--- src/rtl/gatl_pkg.sv ---
// Shared constants, codes and helpers for the glyph atlas text layout block.
// No dependencies.
package gatl_pkg;

   localparam int GLYPH_COUNT  = 256;
   localparam int GRID_COLUMNS = 16;
   localparam int CODE_W       = $clog2(GLYPH_COUNT);
   localparam int COL_W        = $clog2(GRID_COLUMNS);
   localparam int ROW_W        = CODE_W - COL_W;

   localparam int COORD_W  = 16;
   localparam int TOTAL_W  = 20;
   localparam int CELL_W   = 9;
   localparam int GWIDTH_W = 8;
   localparam int TEX_W    = 12;
   localparam int TEXE_W   = 13;
   localparam int COLOR_W  = 64;
   localparam int CMD_W    = 2;
   localparam int CSR_IDX_W = 2;

   localparam logic [CMD_W-1:0] CMD_LOAD  = 2'd0;
   localparam logic [CMD_W-1:0] CMD_START = 2'd1;
   localparam logic [CMD_W-1:0] CMD_CHAR  = 2'd2;

   localparam logic [CSR_IDX_W-1:0] CSR_CELL_SIZE  = 2'd0;
   localparam logic [CSR_IDX_W-1:0] CSR_TEXT_COLOR = 2'd1;

   localparam logic [CODE_W-1:0]  CODE_NEWLINE = 8'd10;
   localparam logic [COORD_W-1:0] COORD_MAX    = 16'hFFFF;
   localparam logic [TOTAL_W-1:0] TOTAL_MAX    = 20'hFFFFF;
   localparam logic [CELL_W-1:0]  CELL_RESET   = 9'd16;
   localparam logic [CELL_W-1:0]  CELL_MAX     = 9'd256;

   // Cell pitch as used: zero acts as one, anything past the max clamps.
   function automatic logic [CELL_W-1:0] eff_cell(input logic [CELL_W-1:0] c);
      logic [CELL_W-1:0] r;
      if (c == '0) begin
         r = CELL_W'(1);
      end else if (c > CELL_MAX) begin
         r = CELL_MAX;
      end else begin
         r = c;
      end
      return r;
   endfunction

endpackage

--- src/rtl/glyph_atlas_text_layout.sv ---
// Glyph atlas text layout: width table in a 256x8 RAM, cursor and running width in flops.
// A sprite passes the stage 1 register, then the output register, which can stall stage 1.
// Throughput: one command per cycle unless stalled; width RAM: one read, one write per cycle.
// Reset: cursor, origin, running width, cell size (16), color (0) and valid flags clear.
// The width table has no reset and no clearing pass; an entry is meaningful once loaded.
// Depends on gatl_pkg and gatl_ram.
module glyph_atlas_text_layout
   import gatl_pkg::*;
(
   input  logic                    clock,
   input  logic                    reset,
   // command channel
   input  logic                    req_valid,
   output logic                    req_ready,
   input  logic [CMD_W-1:0]        req_command,
   input  logic [CODE_W-1:0]       req_char_code,
   input  logic [GWIDTH_W-1:0]     req_glyph_width,
   input  logic [COORD_W-1:0]      req_start_x,
   input  logic [COORD_W-1:0]      req_start_y,
   // sprite channel
   output logic                    rsp_valid,
   input  logic                    rsp_ready,
   output logic [COORD_W-1:0]      rsp_sprite_x,
   output logic [COORD_W-1:0]      rsp_sprite_y,
   output logic [CELL_W-1:0]       rsp_sprite_w,
   output logic [CELL_W-1:0]       rsp_sprite_h,
   output logic [TEX_W-1:0]        rsp_tex_u0,
   output logic [TEX_W-1:0]        rsp_tex_v0,
   output logic [TEXE_W-1:0]       rsp_tex_u1,
   output logic [TEXE_W-1:0]       rsp_tex_v1,
   output logic [COLOR_W-1:0]      rsp_sprite_color,
   output logic [TOTAL_W-1:0]      rsp_width_total,
   // configuration writes
   input  logic                    csr_we,
   input  logic [CSR_IDX_W-1:0]    csr_index,
   input  logic [COLOR_W-1:0]      csr_wdata
);

   // ---------------------------------------------------------------
   // Configuration registers
   // ---------------------------------------------------------------
   logic [CELL_W-1:0]  cell_size_ff;
   logic [COLOR_W-1:0] text_color_ff;

   always_ff @(posedge clock) begin
      if (reset) begin
         cell_size_ff  <= CELL_RESET;
         text_color_ff <= '0;
      end else if (csr_we) begin
         case (csr_index)
            CSR_CELL_SIZE:  cell_size_ff  <= csr_wdata[CELL_W-1:0];
            CSR_TEXT_COLOR: text_color_ff <= csr_wdata;
            default: ;
         endcase
      end
   end

   // ---------------------------------------------------------------
   // Stage 0: transfer. Loads write the width RAM right here; every
   // command reads the RAM at its code. A char read always lands at a
   // later edge than any earlier load's write, so no bypass is needed.
   // ---------------------------------------------------------------
   logic req_xfer;
   logic s1_advance;
   logic s1_valid_ff;

   assign req_ready = !s1_valid_ff || s1_advance;
   assign req_xfer  = req_valid && req_ready;

   logic [GWIDTH_W-1:0] ram_rd_data;

   gatl_ram #(
      .WIDTH (GWIDTH_W),
      .DEPTH (GLYPH_COUNT)
   ) u_width_ram (
      .clock   (clock),
      .wr_en   (req_xfer && (req_command == CMD_LOAD)),
      .wr_addr (req_char_code),
      .wr_data (req_glyph_width),
      .rd_en   (req_xfer),
      .rd_addr (req_char_code),
      .rd_data (ram_rd_data)
   );

   // ---------------------------------------------------------------
   // Stage 1: command with its width byte; cursor state read-modify-write.
   // RAM data holds while stalled since the read only fires on transfer.
   // ---------------------------------------------------------------
   logic [CMD_W-1:0]   s1_cmd_ff;
   logic [CODE_W-1:0]  s1_code_ff;
   logic [COORD_W-1:0] s1_start_x_ff;
   logic [COORD_W-1:0] s1_start_y_ff;

   always_ff @(posedge clock) begin
      if (reset) begin
         s1_valid_ff <= 1'b0;
      end else if (req_ready) begin
         s1_valid_ff <= req_valid;
      end
   end

   always_ff @(posedge clock) begin
      if (req_xfer) begin
         s1_cmd_ff     <= req_command;
         s1_code_ff    <= req_char_code;
         s1_start_x_ff <= req_start_x;
         s1_start_y_ff <= req_start_y;
      end
   end

   logic [COORD_W-1:0] cursor_x_ff, cursor_x_in;
   logic [COORD_W-1:0] cursor_y_ff, cursor_y_in;
   logic [COORD_W-1:0] origin_x_ff, origin_x_in;
   logic [TOTAL_W-1:0] running_width_ff, running_width_in;

   logic s1_is_char, s1_is_newline, s1_is_glyph, s1_is_start;
   assign s1_is_char    = s1_cmd_ff == CMD_CHAR;
   assign s1_is_newline = s1_is_char && (s1_code_ff == CODE_NEWLINE);
   assign s1_is_glyph   = s1_is_char && !s1_is_newline;
   assign s1_is_start   = s1_cmd_ff == CMD_START;

   logic rsp_valid_ff;
   assign s1_advance = s1_valid_ff && (!s1_is_glyph || !rsp_valid_ff || rsp_ready);

   // sprite arithmetic
   logic [CELL_W-1:0]    cell_pitch;
   logic [CELL_W-1:0]    w;
   logic [COL_W-1:0]     col;
   logic [ROW_W-1:0]     row;
   logic [TEX_W-1:0]     u0, v0;
   logic [TEXE_W-1:0]    u1, v1;
   logic [COORD_W:0]     cx_sum, cy_sum;
   logic [TOTAL_W:0]     tot_sum;

   always_comb begin
      cell_pitch = eff_cell(cell_size_ff);
      w       = CELL_W'(ram_rd_data) + CELL_W'(1);
      col     = s1_code_ff[COL_W-1:0];
      row     = s1_code_ff[CODE_W-1:COL_W];
      u0      = TEX_W'(TEXE_W'(col) * TEXE_W'(cell_pitch));   // at most 15 * 256
      v0      = TEX_W'(TEXE_W'(row) * TEXE_W'(cell_pitch));
      u1      = TEXE_W'(u0) + TEXE_W'(w);
      v1      = TEXE_W'(v0) + TEXE_W'(cell_pitch);
      cx_sum  = {1'b0, cursor_x_ff} + (COORD_W+1)'(w);
      cy_sum  = {1'b0, cursor_y_ff} + (COORD_W+1)'(cell_pitch);
      tot_sum = {1'b0, running_width_ff} + (TOTAL_W+1)'(w);
   end

   logic [TOTAL_W-1:0] total_next;
   assign total_next = tot_sum[TOTAL_W] ? TOTAL_MAX : tot_sum[TOTAL_W-1:0];

   always_comb begin
      cursor_x_in      = cursor_x_ff;
      cursor_y_in      = cursor_y_ff;
      origin_x_in      = origin_x_ff;
      running_width_in = running_width_ff;
      if (s1_advance) begin
         if (s1_is_start) begin
            origin_x_in      = s1_start_x_ff;
            cursor_x_in      = s1_start_x_ff;
            cursor_y_in      = s1_start_y_ff;
            running_width_in = '0;
         end else if (s1_is_newline) begin
            cursor_x_in = origin_x_ff;
            cursor_y_in = cy_sum[COORD_W] ? COORD_MAX : cy_sum[COORD_W-1:0];
         end else if (s1_is_glyph) begin
            cursor_x_in      = cx_sum[COORD_W] ? COORD_MAX : cx_sum[COORD_W-1:0];
            running_width_in = total_next;
         end
      end
   end

   always_ff @(posedge clock) begin
      if (reset) begin
         cursor_x_ff      <= '0;
         cursor_y_ff      <= '0;
         origin_x_ff      <= '0;
         running_width_ff <= '0;
      end else begin
         cursor_x_ff      <= cursor_x_in;
         cursor_y_ff      <= cursor_y_in;
         origin_x_ff      <= origin_x_in;
         running_width_ff <= running_width_in;
      end
   end

   // ---------------------------------------------------------------
   // Output register: loads when a glyph leaves stage 1.
   // ---------------------------------------------------------------
   logic rsp_load;
   assign rsp_load = s1_advance && s1_is_glyph;

   always_ff @(posedge clock) begin
      if (reset) begin
         rsp_valid_ff <= 1'b0;
      end else if (rsp_load) begin
         rsp_valid_ff <= 1'b1;
      end else if (rsp_ready) begin
         rsp_valid_ff <= 1'b0;
      end
   end

   logic [COORD_W-1:0] rsp_x_ff, rsp_y_ff;
   logic [CELL_W-1:0]  rsp_w_ff, rsp_h_ff;
   logic [TEX_W-1:0]   rsp_u0_ff, rsp_v0_ff;
   logic [TEXE_W-1:0]  rsp_u1_ff, rsp_v1_ff;
   logic [COLOR_W-1:0] rsp_color_ff;
   logic [TOTAL_W-1:0] rsp_total_ff;

   always_ff @(posedge clock) begin
      if (rsp_load) begin
         rsp_x_ff     <= cursor_x_ff;
         rsp_y_ff     <= cursor_y_ff;
         rsp_w_ff     <= w;
         rsp_h_ff     <= cell_pitch;
         rsp_u0_ff    <= u0;
         rsp_v0_ff    <= v0;
         rsp_u1_ff    <= u1;
         rsp_v1_ff    <= v1;
         rsp_color_ff <= text_color_ff;
         rsp_total_ff <= total_next;
      end
   end

   assign rsp_valid        = rsp_valid_ff;
   assign rsp_sprite_x     = rsp_x_ff;
   assign rsp_sprite_y     = rsp_y_ff;
   assign rsp_sprite_w     = rsp_w_ff;
   assign rsp_sprite_h     = rsp_h_ff;
   assign rsp_tex_u0       = rsp_u0_ff;
   assign rsp_tex_v0       = rsp_v0_ff;
   assign rsp_tex_u1       = rsp_u1_ff;
   assign rsp_tex_v1       = rsp_v1_ff;
   assign rsp_sprite_color = rsp_color_ff;
   assign rsp_width_total  = rsp_total_ff;

   // ---------------------------------------------------------------
   // Assertions
   // ---------------------------------------------------------------
`ifndef NO_ASSERTIONS
   // A sprite only appears after a drawn glyph left stage 1.
   a_rsp_from_glyph: assert property (@(posedge clock) disable iff (reset)
      $rose(rsp_valid_ff) |-> $past(s1_valid_ff && s1_is_glyph))
      else $error("sprite valid without a glyph leaving stage 1");

   // Only a start command can move the cursor up.
   a_cursor_y_up: assert property (@(posedge clock) disable iff (reset)
      (s1_advance && !s1_is_start) |=> cursor_y_ff >= $past(cursor_y_ff))
      else $error("cursor y decreased without a start command");

   // Drawing a glyph always leaves a nonzero running width.
   a_total_nonzero: assert property (@(posedge clock) disable iff (reset)
      (s1_advance && s1_is_glyph) |=> running_width_ff != '0)
      else $error("running width zero after a glyph");

   // A stalled sprite is never overwritten by stage 1.
   a_no_overwrite: assert property (@(posedge clock) disable iff (reset)
      (rsp_valid_ff && !rsp_ready) |-> !rsp_load)
      else $error("output register overwritten while stalled");
`endif

endmodule

--- src/rtl/gatl_ram.sv ---
// Generic single-write, single-read RAM with registered read data.
// No dependencies.
module gatl_ram #(
   parameter int WIDTH = 8,
   parameter int DEPTH = 256
) (
   input  logic                     clock,
   input  logic                     wr_en,
   input  logic [$clog2(DEPTH)-1:0] wr_addr,
   input  logic [WIDTH-1:0]         wr_data,
   input  logic                     rd_en,
   input  logic [$clog2(DEPTH)-1:0] rd_addr,
   output logic [WIDTH-1:0]         rd_data
);

   logic [WIDTH-1:0] mem [DEPTH];
   logic [WIDTH-1:0] rd_data_ff;

   always_ff @(posedge clock) begin
      if (wr_en) begin
         mem[wr_addr] <= wr_data;
      end
      if (rd_en) begin
         rd_data_ff <= mem[rd_addr];
      end
   end

   assign rd_data = rd_data_ff;

endmodule
--- config.mk ---
export PLATFORM = sky130hd
export DESIGN_NAME = glyph_atlas_text_layout
export DESIGN_NICKNAME = d
export VERILOG_FILES = /design/src/rtl/gatl_pkg.sv /design/src/rtl/glyph_atlas_text_layout.sv /design/src/rtl/gatl_ram.sv
export SDC_FILE = /design/constraint.sdc
export NUM_CORES = 2
export LEC_CHECK = 0
export CAP_MARGIN = 20
export CORE_AREA = 10 10 566 706
export DETAILED_ROUTE_END_ITERATION = 10
export DIE_AREA = 0 0 576 716
export DONT_BUFFER_PORTS = 1
export GPL_ROUTABILITY_DRIVEN = 0
export GPL_TIMING_DRIVEN = 0
export SYNTH_ARGS = -nofsm -noshare
export SYNTH_HDL_FRONTEND = slang
export SYNTH_SLANG_ARGS = --single-unit
--- constraint.sdc ---
create_clock -name clock -period 8.15 [get_ports clock]
set_clock_uncertainty 0.15 [all_clocks]
set_input_delay 1.2225 -clock clock [delete_from_list [all_inputs] [get_ports clock]]
set_output_delay 1.2225 -clock clock [all_outputs]
set_load 0.02 [all_outputs]
==> impl_metrics.env <==
export IMPL_die_w_um=576
export IMPL_grt_pass1_wl_um=450100
export IMPL_area_delta_synth_final_pct=15.59
export IMPL_swShare=0.2309
export IMPL_seq_power_share=0.524
export IMPL_grt_usage=0.1557
export IMPL_yosysMostFrequentCell="edfxtp_1"
export IMPL_crit_fanout=10
export IMPL_hold_end="rsp_sprite_color[38]$_DFFE_PP_"
export IMPL_drtPass1Iterations=7
export IMPL_synth_compound_area_frac=0.04229
export IMPL_final_hold_violation_count=0
export IMPL_synth_area_per_cell_um2=18.90
export IMPL_cts_resized_gates=0
export IMPL_maxCapViolCount=0
export IMPL_final_area_um2=111000
export IMPL_r2r_end="rsp_tex_u1[11]$_DFFE_PP_"
export IMPL_outcome="complete, no violations"
export IMPL_synth_ff_type="edfxtp_1"
export IMPL_clock_latency_ns=0.94
export IMPL_power_internal_w=0.02023
export IMPL_slew_violations=0
export IMPL_synth_top_area_share=0.7135
export IMPL_initial_utilization=0.2492
export IMPL_min_path_type="reg -> reg"
export IMPL_root_buffer="clkbuf_16"
export IMPL_worst_setup_path_type="in -> reg"
export IMPL_post_drt_wl_per_cell_um=31.31
export IMPL_core_area_um2=385400
export IMPL_nets=5601
export IMPL_grt_max_degree=257
export IMPL_setup_viol=0
export IMPL_cp_end_kind="flip-flop"
export IMPL_r2r_start="cell_size_ff[4]$_SDFFE_PP1P_"
export IMPL_grt_pass1_vias=53360
export IMPL_relSlewSlack=0.1286
export IMPL_period_share=0.7905
export IMPL_drcViolationCount=0
export IMPL_htree_num_levels=4
export IMPL_reg2regPathDepth=17
export IMPL_hold_buffers=0
export IMPL_ys_seq_area_frac=0.7433
export IMPL_synth_commonest_cells="2,282 x edfxtp_1, 531 x mux4_2, 373 x nor2_1, 290 x nand2_1, 171 x a21oi_1"
export IMPL_cts_buffer_depth=3
export IMPL_whs_path_depth=0
export IMPL_synth_distinct_cells=79
export IMPL_synth_adder_area_share=0.01691
export IMPL_leakage_nw=34.19
export IMPL_antenna_found_initial=22
export IMPL_rsz0062_at_grt="no"
export IMPL_synth_seq_cells=2425
export IMPL_p_switching_w=0.006074
export IMPL_portBuffers=0
export IMPL_synth_top_family_by_area="multiplexers"
export IMPL_pwr_share_comb=0.061
export IMPL_clkPwrFrac=0.416
export IMPL_rows=255
export IMPL_synthCells=5081
export IMPL_post_cts_buffers=0
export IMPL_peakVddDrop_mv=0.2610
export IMPL_r2r_slack_ns=1.99
export IMPL_synth_area_top_cells="edfxtp_1 71%, mux4_2 12%, dfxtp_1 3.0%"
export IMPL_via_per_inst=5.036
export IMPL_boundaryPins=307
export IMPL_required_ns=8.53
export IMPL_holdCritStartpoint="text_color_ff[38]$_SDFFE_PP0P_"
export IMPL_chipHeight_um=716
export IMPL_power_density_nw_per_um2=236.9
export IMPL_placed_area_um2=103300
export IMPL_fmax_mhz=155.2
export IMPL_whs_ns=0.2549
export IMPL_hpwl_um=227500
export IMPL_dieArea_um2=412400
export IMPL_syn_area_um2=96050
export IMPL_postRouteAntennaNets=0
export IMPL_async_reset_ff_frac=0
export IMPL_cts_sinks=2425
export IMPL_yosys_warnings=0
export IMPL_drive_gt1_frac=0.1977
export IMPL_drt_iter0_drc=8392
export IMPL_synth_edff_count=2282
export IMPL_vias=54020
export IMPL_worstMarginPinSlew_ns=1.296
export IMPL_synth_mux_area_frac=0.1309
export IMPL_yosys_area_share_simple=0.04320
export IMPL_grt_ovfl_total=0
export IMPL_critPathLaunchType="input port"
export IMPL_worstPathArrival_ns=6.83
export IMPL_routed_wl_um=335900
export IMPL_cts_tree="done"
export IMPL_cts_buffers_inserted=238
export IMPL_synth_fp_nets=5312
export IMPL_synth_xor_area_frac=0.006474
export IMPL_path_clk_slew_ns=0.06
export IMPL_period_needed_ns=6.443
export IMPL_yosysTopAreaCell="edfxtp_1"
## through the flow
step	TNS [ns]	cells	power [W]	utilization	setup slack (ns)
2_1_floorplan	0	5081	0.01484	-	0.9511
3_3_place_gp	-18.88	10220	0.01555	0.2659	-1.237
3_5_place_dp	0	10260	0.01558	0.2679	1.311
4_1_cts	0	10710	0.02634	0.2879	2.129
5_1_grt	0	10720	0.02689	0.2880	1.912
6_report	0	10730	0.02631	0.2881	1.708
## cells by family (layout without fill, tap and decap cells)
group / after synthesis / in the layout
flops: 2425 / 2425
compound gates: 591 / 591
xor+xnor: 71 / 71
simple gates: 933 / 933
buf+inv: 359 / 853
other cells: 0 / 11
fa+ha+maj: 110 / 110
mux: 592 / 592
## flip-flops by register name (all words and copies together) (netlist names), 16 cells and up
register          count
u_width_ram.mem    2048
text_color_ff        64
s1_start_y_ff        16
rsp_width_total      20
s1_start_x_ff        16
origin_x_ff          16
running_width_ff     20
cursor_x_ff          16
rsp_sprite_y         16
rsp_sprite_x         16
cursor_y_ff          16
rsp_sprite_color     64
## layer usage
layer	wire length, um	global-route usage	up-vias	part of all wire
li1	-	-	21100	-
met1	112000	0.1732	28150	0.33
met2	157500	0.2536	3798	0.47
met3	38150	0.04943	962	0.11
met4	28190	0.1086	10	0.084
met5	108	0.0009289	-	0.00032
## cell type report
| cell class | count | area, um2 |
|---|---|---|
| clock inverter | 158 | 1491 |
| timing repair buffer | 49 | 760.7 |
| multi-input combinational | 2297 | 23050 |
| buffer | 286 | 1394 |
| inverter | 73 | 274.0 |
| fill | 37870 | 274400 |
| tap | 5140 | 6431 |
| antenna | 11 | 27.53 |
| sequential | 2425 | 71390 |
| clock buffer | 287 | 6202 |
## worst max-delay path by stage
stage,startpoint,end,slack (ns),cells past startpoint
2_1_floorplan,rsp_ready,running_width_ff[19]$_SDFFE_PP0P_,0.95,8
3_3_place_gp,rsp_ready,running_width_ff[19]$_SDFFE_PP0P_,-1.24,8
3_5_place_dp,req_char_code[1],u_width_ram.rd_data[4]$_DFFE_PP_,1.31,9
4_1_cts,cell_size_ff[4]$_SDFFE_PP1P_,rsp_tex_u1[11]$_DFFE_PP_,2.13,17
5_1_grt,cell_size_ff[4]$_SDFFE_PP1P_,rsp_tex_u1[11]$_DFFE_PP_,1.91,17
6_report,req_char_code[1],u_width_ram.rd_data[4]$_DFFE_PP_,1.71,9
## power by group through the flow
stage                     Clock [W]  Combinational (W)  Sequential, W
final                        0.0109            0.00159         0.0138
after global routing         0.0115            0.00161         0.0138
after CTS                    0.0110            0.00155         0.0138
after detailed placement          0            0.00154         0.0140
after global placement            0            0.00150         0.0140
after floorplan                   0           0.000820         0.0140
## worst max-delay path: stages
cell	delay, ns
buf_2	0.56
buf_2	0.86
clkbuf_1	0.87
buf_2	0.81
mux4_2	0.42
a221oi_1	0.75
o221ai_1	0.58
a22oi_1	0.35
nand3_1	0.30
## cells in the final DEF, fill, tap and decap left out, types with 42 or more instances in the layout
cell type,count
a21oi_1,171
xnor2_1,52
and2_1,62
ha_1,77
nand3_1,54
clkinv_2,46
a22oi_1,83
nor2_1,373
clkbuf_1,181
edfxtp_1,2282
mux2i_1,59
o21ai_0,59
a221oi_1,42
mux4_2,531
dfxtp_1,143
inv_1,71
clkbuf_16,240
a22o_1,61
buf_2,80
nand2_1,290
clkinv_1,59
Power figures use the tool's default switching activity.
